**src/hdl/mhpq_pkg.sv**
```systemverilog
// Shared types and constants for the max-heap priority queue.
// Used by the sequencer and the top level; depends on nothing.
`timescale 1ns / 1ps

package mhpq_pkg;

   localparam int KEY_W            = 32;
   localparam int COUNT_W          = 7;
   localparam int DEFAULT_CAPACITY = 64;

   typedef enum logic [0:0] {
      CMD_INSERT = 1'b0,
      CMD_REMOVE = 1'b1
   } cmd_type;

   typedef enum logic [1:0] {
      STATUS_OK    = 2'd0,
      STATUS_FULL  = 2'd1,
      STATUS_EMPTY = 2'd2
   } status_type;

   typedef struct packed {
      logic [KEY_W-1:0]   max_key;
      status_type         status;
      logic [COUNT_W-1:0] count;
   } result_type;

endpackage

```
**src/hdl/mhpq_ram.sv**
```systemverilog
// Generic single-port-write, single-port-read RAM with a registered read.
// Stands alone; no package needed.
`timescale 1ns / 1ps

module mhpq_ram #(
   parameter int WIDTH = 32,
   parameter int DEPTH = 64
) (
   input  logic                     clock,
   input  logic                     wr_en,
   input  logic [$clog2(DEPTH)-1:0] wr_addr,
   input  logic [WIDTH-1:0]         wr_data,
   input  logic                     rd_en,
   input  logic [$clog2(DEPTH)-1:0] rd_addr,
   output logic [WIDTH-1:0]         rd_data
);

   logic [WIDTH-1:0] mem_ff [DEPTH];
   logic [WIDTH-1:0] rd_data_ff;

   always_ff @(posedge clock) begin
      if (wr_en) begin
         mem_ff[wr_addr] <= wr_data;
      end
      if (rd_en) begin
         rd_data_ff <= mem_ff[rd_addr];
      end
   end

   assign rd_data = rd_data_ff;

endmodule

```
**src/hdl/mhpq_ctrl.sv**
```systemverilog
// Heap sequencer: sift-up and sift-down over the heap RAM with one shared comparator.
// Depends on mhpq_pkg; drives the ports of one mhpq_ram instance.
`timescale 1ns / 1ps

module mhpq_ctrl #(
   parameter int CAPACITY = mhpq_pkg::DEFAULT_CAPACITY
) (
   input  logic                          clock,
   input  logic                          reset,
   input  logic                          req_valid,
   output logic                          req_ready,
   input  logic                          req_cmd,
   input  logic [mhpq_pkg::KEY_W-1:0]    req_key,
   output logic                          ram_wr_en,
   output logic [$clog2(CAPACITY)-1:0]   ram_wr_addr,
   output logic [mhpq_pkg::KEY_W-1:0]    ram_wr_data,
   output logic                          ram_rd_en,
   output logic [$clog2(CAPACITY)-1:0]   ram_rd_addr,
   input  logic [mhpq_pkg::KEY_W-1:0]    ram_rd_data,
   output logic                          res_valid,
   input  logic                          res_ready,
   output mhpq_pkg::result_type          res
);

   localparam int AW = $clog2(CAPACITY);
   localparam int PW = $clog2(CAPACITY + 1);

   typedef enum logic [9:0] {
      ST_IDLE   = 10'b0000000001,
      ST_UP_RD  = 10'b0000000010,
      ST_UP_CMP = 10'b0000000100,
      ST_RM_RD1 = 10'b0000001000,
      ST_RM_RD2 = 10'b0000010000,
      ST_DN_CHK = 10'b0000100000,
      ST_DN_LD  = 10'b0001000000,
      ST_DN_SEL = 10'b0010000000,
      ST_DN_CMP = 10'b0100000000,
      ST_RESP   = 10'b1000000000
   } state_type;

   state_type                     state_ff, state_in;
   logic [PW-1:0]                 cnt_ff, cnt_in;
   logic [PW-1:0]                 pos_ff, pos_in;
   logic [PW-1:0]                 child_ff, child_in;
   logic [mhpq_pkg::KEY_W-1:0]    val_ff, val_in;
   logic [mhpq_pkg::KEY_W-1:0]    ckey_ff, ckey_in;
   logic [mhpq_pkg::KEY_W-1:0]    mk_ff, mk_in;
   mhpq_pkg::status_type          status_ff, status_in;

   logic signed [mhpq_pkg::KEY_W-1:0] cmp_a, cmp_b;
   logic                              cmp_gt;

   logic [PW-1:0]                 pos_m1, cnt_m1, parent, parent_m1;
   logic [PW:0]                   left, left_m1, right;
   logic                          left_out, right_in;
   logic [PW+mhpq_pkg::COUNT_W-1:0] cnt_wide;

   assign pos_m1    = pos_ff - PW'(1);
   assign cnt_m1    = cnt_ff - PW'(1);
   assign parent    = pos_ff >> 1;
   assign parent_m1 = parent - PW'(1);
   assign left      = {pos_ff, 1'b0};
   assign left_m1   = left - (PW + 1)'(1);
   assign right     = left + (PW + 1)'(1);
   assign left_out  = left > {1'b0, cnt_ff};
   assign right_in  = right <= {1'b0, cnt_ff};

   // The single comparator of the datapath.
   assign cmp_gt = cmp_a > cmp_b;

   always_comb begin
      cmp_a = val_ff;
      cmp_b = ram_rd_data;
      unique case (state_ff)
         ST_DN_SEL: begin
            cmp_a = ckey_ff;
            cmp_b = ram_rd_data;
         end
         ST_DN_CMP: begin
            cmp_a = ckey_ff;
            cmp_b = val_ff;
         end
         default: begin
            cmp_a = val_ff;
            cmp_b = ram_rd_data;
         end
      endcase
   end

   always_comb begin
      state_in    = state_ff;
      cnt_in      = cnt_ff;
      pos_in      = pos_ff;
      child_in    = child_ff;
      val_in      = val_ff;
      ckey_in     = ckey_ff;
      mk_in       = mk_ff;
      status_in   = status_ff;
      ram_wr_en   = 1'b0;
      ram_wr_addr = pos_m1[AW-1:0];
      ram_wr_data = val_ff;
      ram_rd_en   = 1'b0;
      ram_rd_addr = '0;
      unique case (state_ff)
         ST_IDLE: begin
            if (req_valid) begin
               mk_in     = '0;
               status_in = mhpq_pkg::STATUS_OK;
               if (req_cmd == mhpq_pkg::CMD_INSERT) begin
                  if (cnt_ff == PW'(CAPACITY)) begin
                     status_in = mhpq_pkg::STATUS_FULL;
                     state_in  = ST_RESP;
                  end else begin
                     cnt_in   = cnt_ff + PW'(1);
                     pos_in   = cnt_ff + PW'(1);
                     val_in   = req_key;
                     state_in = ST_UP_RD;
                  end
               end else begin
                  if (cnt_ff == '0) begin
                     status_in = mhpq_pkg::STATUS_EMPTY;
                     state_in  = ST_RESP;
                  end else begin
                     ram_rd_en   = 1'b1;
                     ram_rd_addr = '0;
                     state_in    = ST_RM_RD1;
                  end
               end
            end
         end
         ST_UP_RD: begin
            if (pos_ff == PW'(1)) begin
               ram_wr_en = 1'b1;
               state_in  = ST_RESP;
            end else begin
               ram_rd_en   = 1'b1;
               ram_rd_addr = parent_m1[AW-1:0];
               state_in    = ST_UP_CMP;
            end
         end
         ST_UP_CMP: begin
            ram_wr_en = 1'b1;
            if (cmp_gt) begin
               ram_wr_data = ram_rd_data;
               pos_in      = parent;
               state_in    = ST_UP_RD;
            end else begin
               state_in = ST_RESP;
            end
         end
         ST_RM_RD1: begin
            mk_in       = ram_rd_data;
            ram_rd_en   = 1'b1;
            ram_rd_addr = cnt_m1[AW-1:0];
            state_in    = ST_RM_RD2;
         end
         ST_RM_RD2: begin
            val_in   = ram_rd_data;
            cnt_in   = cnt_m1;
            pos_in   = PW'(1);
            state_in = ST_DN_CHK;
         end
         ST_DN_CHK: begin
            if (left_out) begin
               ram_wr_en = 1'b1;
               state_in  = ST_RESP;
            end else begin
               ram_rd_en   = 1'b1;
               ram_rd_addr = left_m1[AW-1:0];
               state_in    = ST_DN_LD;
            end
         end
         ST_DN_LD: begin
            ckey_in  = ram_rd_data;
            child_in = left[PW-1:0];
            if (right_in) begin
               ram_rd_en   = 1'b1;
               ram_rd_addr = left[AW-1:0];
               state_in    = ST_DN_SEL;
            end else begin
               state_in = ST_DN_CMP;
            end
         end
         ST_DN_SEL: begin
            if (!cmp_gt) begin
               ckey_in  = ram_rd_data;
               child_in = child_ff + PW'(1);
            end
            state_in = ST_DN_CMP;
         end
         ST_DN_CMP: begin
            ram_wr_en = 1'b1;
            if (cmp_gt) begin
               ram_wr_data = ckey_ff;
               pos_in      = child_ff;
               state_in    = ST_DN_CHK;
            end else begin
               state_in = ST_RESP;
            end
         end
         ST_RESP: begin
            if (res_ready) begin
               state_in = ST_IDLE;
            end
         end
         default: begin
            state_in = ST_IDLE;
         end
      endcase
   end

   always_ff @(posedge clock) begin
      if (reset) begin
         state_ff <= ST_IDLE;
         cnt_ff   <= '0;
      end else begin
         state_ff <= state_in;
         cnt_ff   <= cnt_in;
      end
      pos_ff    <= pos_in;
      child_ff  <= child_in;
      val_ff    <= val_in;
      ckey_ff   <= ckey_in;
      mk_ff     <= mk_in;
      status_ff <= status_in;
   end

   assign cnt_wide    = {{mhpq_pkg::COUNT_W{1'b0}}, cnt_ff};
   assign req_ready   = (state_ff == ST_IDLE);
   assign res_valid   = (state_ff == ST_RESP);
   assign res.max_key = mk_ff;
   assign res.status  = status_ff;
   assign res.count   = cnt_wide[mhpq_pkg::COUNT_W-1:0];

endmodule

```
**src/hdl/max_heap_priority_queue.sv**
```systemverilog
// Top level of the max-heap priority queue: sequencer, heap RAM and result register.
// Depends on mhpq_pkg, mhpq_ram and mhpq_ctrl.
`timescale 1ns / 1ps

// A binary max-heap of up to CAPACITY signed 32-bit keys. Each request either inserts
// req_key or removes the largest key, and gives exactly one response with the removed key,
// a status and the count afterward. The request side is busy while one operation runs:
// every level of a sift goes through the single read port of the heap RAM and one shared
// comparator. An insert sifts the new key up from the last slot until it reaches the root
// or meets a parent that is not smaller; a removal moves the last key to the root and sifts
// it down until it reaches a leaf or no child is larger. A refused request (full or empty)
// is answered without a sift. A finished response waits in an output register, so the next
// request is taken while it is still pending.
module max_heap_priority_queue #(
   parameter int CAPACITY = mhpq_pkg::DEFAULT_CAPACITY
) (
   input  logic                               clock,
   input  logic                               reset,
   input  logic                               req_valid,
   output logic                               req_ready,
   input  logic                               req_cmd,
   input  logic signed [mhpq_pkg::KEY_W-1:0]  req_key,
   output logic                               rsp_valid,
   input  logic                               rsp_ready,
   output logic signed [mhpq_pkg::KEY_W-1:0]  rsp_max_key,
   output logic [1:0]                         rsp_status,
   output logic [mhpq_pkg::COUNT_W-1:0]       rsp_count
);

   localparam int AW = $clog2(CAPACITY);

   logic                        ram_wr_en;
   logic [AW-1:0]               ram_wr_addr;
   logic [mhpq_pkg::KEY_W-1:0]  ram_wr_data;
   logic                        ram_rd_en;
   logic [AW-1:0]               ram_rd_addr;
   logic [mhpq_pkg::KEY_W-1:0]  ram_rd_data;

   logic                        res_valid;
   logic                        res_ready;
   mhpq_pkg::result_type        res;

   logic                        rsp_valid_ff, rsp_valid_in;
   mhpq_pkg::result_type        rsp_ff, rsp_in;

   mhpq_ram #(
      .WIDTH (mhpq_pkg::KEY_W),
      .DEPTH (CAPACITY)
   ) u_ram (
      .clock   (clock),
      .wr_en   (ram_wr_en),
      .wr_addr (ram_wr_addr),
      .wr_data (ram_wr_data),
      .rd_en   (ram_rd_en),
      .rd_addr (ram_rd_addr),
      .rd_data (ram_rd_data)
   );

   mhpq_ctrl #(
      .CAPACITY (CAPACITY)
   ) u_ctrl (
      .clock       (clock),
      .reset       (reset),
      .req_valid   (req_valid),
      .req_ready   (req_ready),
      .req_cmd     (req_cmd),
      .req_key     (req_key),
      .ram_wr_en   (ram_wr_en),
      .ram_wr_addr (ram_wr_addr),
      .ram_wr_data (ram_wr_data),
      .ram_rd_en   (ram_rd_en),
      .ram_rd_addr (ram_rd_addr),
      .ram_rd_data (ram_rd_data),
      .res_valid   (res_valid),
      .res_ready   (res_ready),
      .res         (res)
   );

   assign res_ready = !rsp_valid_ff || rsp_ready;

   always_comb begin
      rsp_valid_in = rsp_valid_ff;
      rsp_in       = rsp_ff;
      if (rsp_valid_ff && rsp_ready) begin
         rsp_valid_in = 1'b0;
      end
      if (res_valid && res_ready) begin
         rsp_valid_in = 1'b1;
         rsp_in       = res;
      end
   end

   always_ff @(posedge clock) begin
      if (reset) begin
         rsp_valid_ff <= 1'b0;
      end else begin
         rsp_valid_ff <= rsp_valid_in;
      end
      rsp_ff <= rsp_in;
   end

   assign rsp_valid   = rsp_valid_ff;
   assign rsp_max_key = rsp_ff.max_key;
   assign rsp_status  = rsp_ff.status;
   assign rsp_count   = rsp_ff.count;

endmodule
```
**config.mk**
```make
export PLATFORM = sky130hd
export DESIGN_NAME = max_heap_priority_queue
export DESIGN_NICKNAME = d
export VERILOG_FILES = /design/src/hdl/mhpq_pkg.sv /design/src/hdl/mhpq_ram.sv /design/src/hdl/mhpq_ctrl.sv /design/src/hdl/max_heap_priority_queue.sv
export SDC_FILE = /design/constraint.sdc
export NUM_CORES = 2
export LEC_CHECK = 0
export BUFFER_PORTS_ARGS = -buffer_cell sky130_fd_sc_hd__buf_2
export CAP_MARGIN = 20
export CORE_ASPECT_RATIO = 1.75
export CORE_UTILIZATION = 40
export DETAILED_ROUTE_END_ITERATION = 7
export SYNTH_ARGS = -nofsm -noshare
export SYNTH_HDL_FRONTEND = slang
export SYNTH_SLANG_ARGS = --single-unit
```
**constraint.sdc**
```tcl
create_clock -name clock -period 12.7 [get_ports clock]
set_clock_uncertainty 0.15 [all_clocks]
set_input_delay 1.27 -clock clock [delete_from_list [all_inputs] [get_ports clock]]
set_output_delay 1.27 -clock clock [all_outputs]
set_load 0.05 [all_outputs]
```
==> impl_metrics.csv <==
group,metric,value,unit
floorplan,initial_utilization,0.403,
yosys,ys_seq_area_frac,0.756,
yosys,synthesis.area,89200,um^2
yosys,synth_edf_count,2233,
yosys,syn_nets,4889,
yosys,synth_top_area_share,0.752,
floorplan,core,221000,um^2
worst_setup_path,r2r_start,"u_ctrl.state_ff[5]",
worst_setup_path,critPathKind,"register to register",
worst_setup_path,required,13.02,ns
detailed_routing,wire_per_inst,38.1,um
power_and_ir_drop,p_comb_frac,0.036,
worst_setup_path,cp_num_buf_inv,3,
finish,post-route-util,0.457,
yosys,synth_cell_types,87,
worst_setup_path,path_cells,"nor4_4, nand4b_1, nand2_1, buf_4, mux2_2, ha_1, a21o_1, a21o_1, a21o_1, a21oi_1, nor2b_1, o31a_1, or4_1, nand4_1, buf_4, o2bb2ai_4, buf_4",
hold_path,min_path_type,"register to register",
placed_design,port_buffers,79,
power_and_ir_drop,max-vdd-ir-drop,0.0995,mV
worst_setup_path,cp-start-kind,"register",
global_route,grt_pass1_wl,416000,um
power_and_ir_drop,p_leak,31.5,nW
sta,setup_tns,0,ns
global_route,gr-usage-all-layers,0.270,
worst_setup_path,arrival,7.56,ns
power_and_ir_drop,power.switching,3.11,mW
detailed_routing,wl,308000,um
worst_setup_path,slowest_delay,0.93,ns
yosys,ys_seq_elements,2251,
clocking,cts_setup_buffers,0,
yosys,synthFlopType,"edfxtp_1",
clocking,cts_sinks,2251,
finish,multi_input_area,21600,um^2
global_route,antenna_found_initial,18,
floorplan,die_area,225000,um^2
yosys,yosys_warnings,0,
power_and_ir_drop,sw_frac_of_total,0.211,
sta,period_share,0.570,
detailed_routing,first_pass_iters,7,
clocking,clock_latency,0.85,ns
floorplan,io_pins,80,
yosys,yosys-top-cells-area,"edfxtp_1, mux4_2, mux2i_1",
finish,area.growth.synth_to_final,13.2,%
power_and_ir_drop,seq_power_share,0.560,
global_route,grt-ovfl-total,0,
detailed_routing,routed-via-count,50900,
yosys,async_flop_share,0,
sta,max-slew-margin-rel,-0.117,
sta,final_hold_viol_count,0,
status,status,"complete, but fails checks",
worst_setup_path,ff2ff_path_depth,17,
placed_design,place_congestion,0.930,
detailed_routing,drc_errors,0,
sta,drv_slew,1,
sta,finalCriticalPeriod,7.24,ns
global_route,grt_pass1_vias,50300,
detailed_routing,via_per_inst,6.31,
worst_setup_path,r2r-end,"u_ram.mem_ff[4][26]",
clocking,clkSlewWorstSetupHoldPaths,0.07,ns
finish,finalNonFillerCells,8071,
finish,drive_gt1_frac,0.212,
hold_path,min_delay_path_depth,0,
clocking,post_cts_resized,0,
hold_path,min_to,"rsp_max_key[1]",
worst_setup_path,r2r_setup_slack,5.46,ns
sta,setup_viol,0,
detailed_routing,ant_nets,0,
floorplan,rows,228,
clocking,cts-root-buf,"clkbuf_16",
yosys,synth.avg_cell_area,18.6,um^2
clocking,ctsHtreeMaxLevel,4,
status,violations,"slew limit",
worst_setup_path,cpLargestDelayFamily,"simple AND/OR/NAND/NOR gates",
placed_design,dp.cells,7694,
finish,fin_nets,5101,
worst_setup_path,crit_slowest_cell,"buf_4",
finish,fillers,18600,
floorplan,die_w,359,um
clocking,numCtsBuffers,194,
placed_design,place_ws,5.47,ns
power_and_ir_drop,internal_power,11.6,mW
clocking,ctsHoldBuffers,0,
yosys,yosys.cell_count.top_type,"edfxtp_1",
worst_setup_path,path_max_fanout,64,
yosys,netlist_top_cells_count,"edfxtp_1, nand2_1, mux4_2, mux2i_1, nor2_1",
clocking,cts_tree,"done",
power_and_ir_drop,power_density,146,nW/um^2
hold_path,hp-start,"u_ctrl.mk_ff[1]",
sta,fmax,138,MHz
finish,seqCellArea,67400,um^2
power_and_ir_drop,p_clk_frac,0.404,
detailed_routing,drt_iter0_drc,6728,
global_route,grt_max_degree,90,
clocking,cts_max_path_buffers,4,
yosys,yosysTopAreaCell,"edfxtp_1",
floorplan,die_y,627,um
yosys,syn_inst,4806,
flow_run,maxCapViolations,0,
sta,finalWorstSetupSlack,5.46,ns
placed_design,dp_hpwl,180000,um
sta,worst_pin_slew,1.68,ns
worst_setup_path,cp-end-kind,"register",
sta,grt_setup_unrepaired,"false",
-- how the worst max path moves through the flow --
stage / startpoint / endpoint / slack, ns / depth (start not counted)
detailed placement: u_ctrl.state_ff[5] / u_ram.mem_ff[33][26] / 5.47 / 17
floorplan: u_ctrl.state_ff[9] / u_ctrl.child_ff[0] / 5.36 / 15
CTS: u_ctrl.state_ff[5] / u_ram.mem_ff[28][26] / 5.44 / 17
finish: u_ctrl.state_ff[5] / u_ram.mem_ff[4][26] / 5.46 / 17
global placement: u_ctrl.state_ff[5] / u_ram.mem_ff[24][26] / 5.48 / 17
global route: u_ctrl.state_ff[5] / u_ram.mem_ff[25][26] / 5.09 / 17
-- registers in the layout, indices dropped and copies added (netlist names) --
register and cells:
u_ram.mem_ff 2048, rsp_max_key 32, u_ctrl.ckey_ff 32, u_ctrl.mk_ff 32, u_ctrl.val_ff 32, u_ram.rd_data 32, u_ctrl.state_ff 10, rsp_count 7
u_ctrl.child_ff 7, u_ctrl.cnt_ff 7, u_ctrl.pos_ff 7, rsp_status 2, u_ctrl.status_ff 2, rsp_valid 1
-- power groups by stage --
stage	clock network [mW]	logic, mW	registers [mW]
after detailed placement	0	0.526	8.40
after global placement	0	0.516	8.40
after global routing	6.21	0.559	8.23
after floorplan	0	0.308	8.38
final	5.94	0.533	8.24
after CTS	5.99	0.527	8.24
-- layout make-up --
cell class	instances	area share
sequential	2251	0.668
clock inverter	103	0.0102
antenna	31	0.000768
timing repair buffer	279	0.0206
clock buffer	240	0.0505
tap	2875	0.0356
multi-input combinational	2274	0.214
inverter	18	0.000669
-- cell usage in the layout (no fill, tap or decap), types with 32 or more instances in the layout --
cell,instances
edfxtp_1,2233
a22oi_1,39
o21ai_0,123
buf_2,79
nor3_1,34
and2_1,39
clkbuf_16,197
buf_4,186
clkinv_1,43
mux2i_1,221
nand2_1,422
mux4_2,331
nor2_4,68
ha_1,46
nand3_1,71
o2bb2ai_4,32
a21oi_1,81
nor2_1,74
nand4_1,36
o22ai_1,113
mux2_2,64
a211oi_1,35
clkbuf_1,42
-- metal layers --
layer | up-vias | track usage | part of all wire
li1 | 20100 | - | -
met1 | 26900 | 0.302 | 0.33
met2 | 3067 | 0.460 | 0.50
met3 | 914 | 0.0428 | 0.085
met4 | 4 | 0.218 | 0.093
met5 | - | 0 | 0.000081
-- per-stage QoR --
stage | hold slack (ns) | power (mW) | cell area (um^2)
detailed placement | 0.255 | 8.93 | 94700
floorplan | 0.250 | 8.68 | 89200
global route | 0.270 | 15.0 | 101000
finish | 0.269 | 14.7 | 101000
CTS | 0.271 | 14.7 | 101000
global placement | 0.250 | 8.92 | 94600
-- logic make-up after synthesis --
logic type,share of synthesized area
adder cells (fa/ha/maj),0.00646
multiplexers,0.117
XOR/XNOR,0.00246
AND/OR/NAND/NOR,0.0481
buffers and inverters,0.0159
flip-flops,0.756
AO/OA/AOI/OAI,0.0545
(Power assumes the default switching activity.)
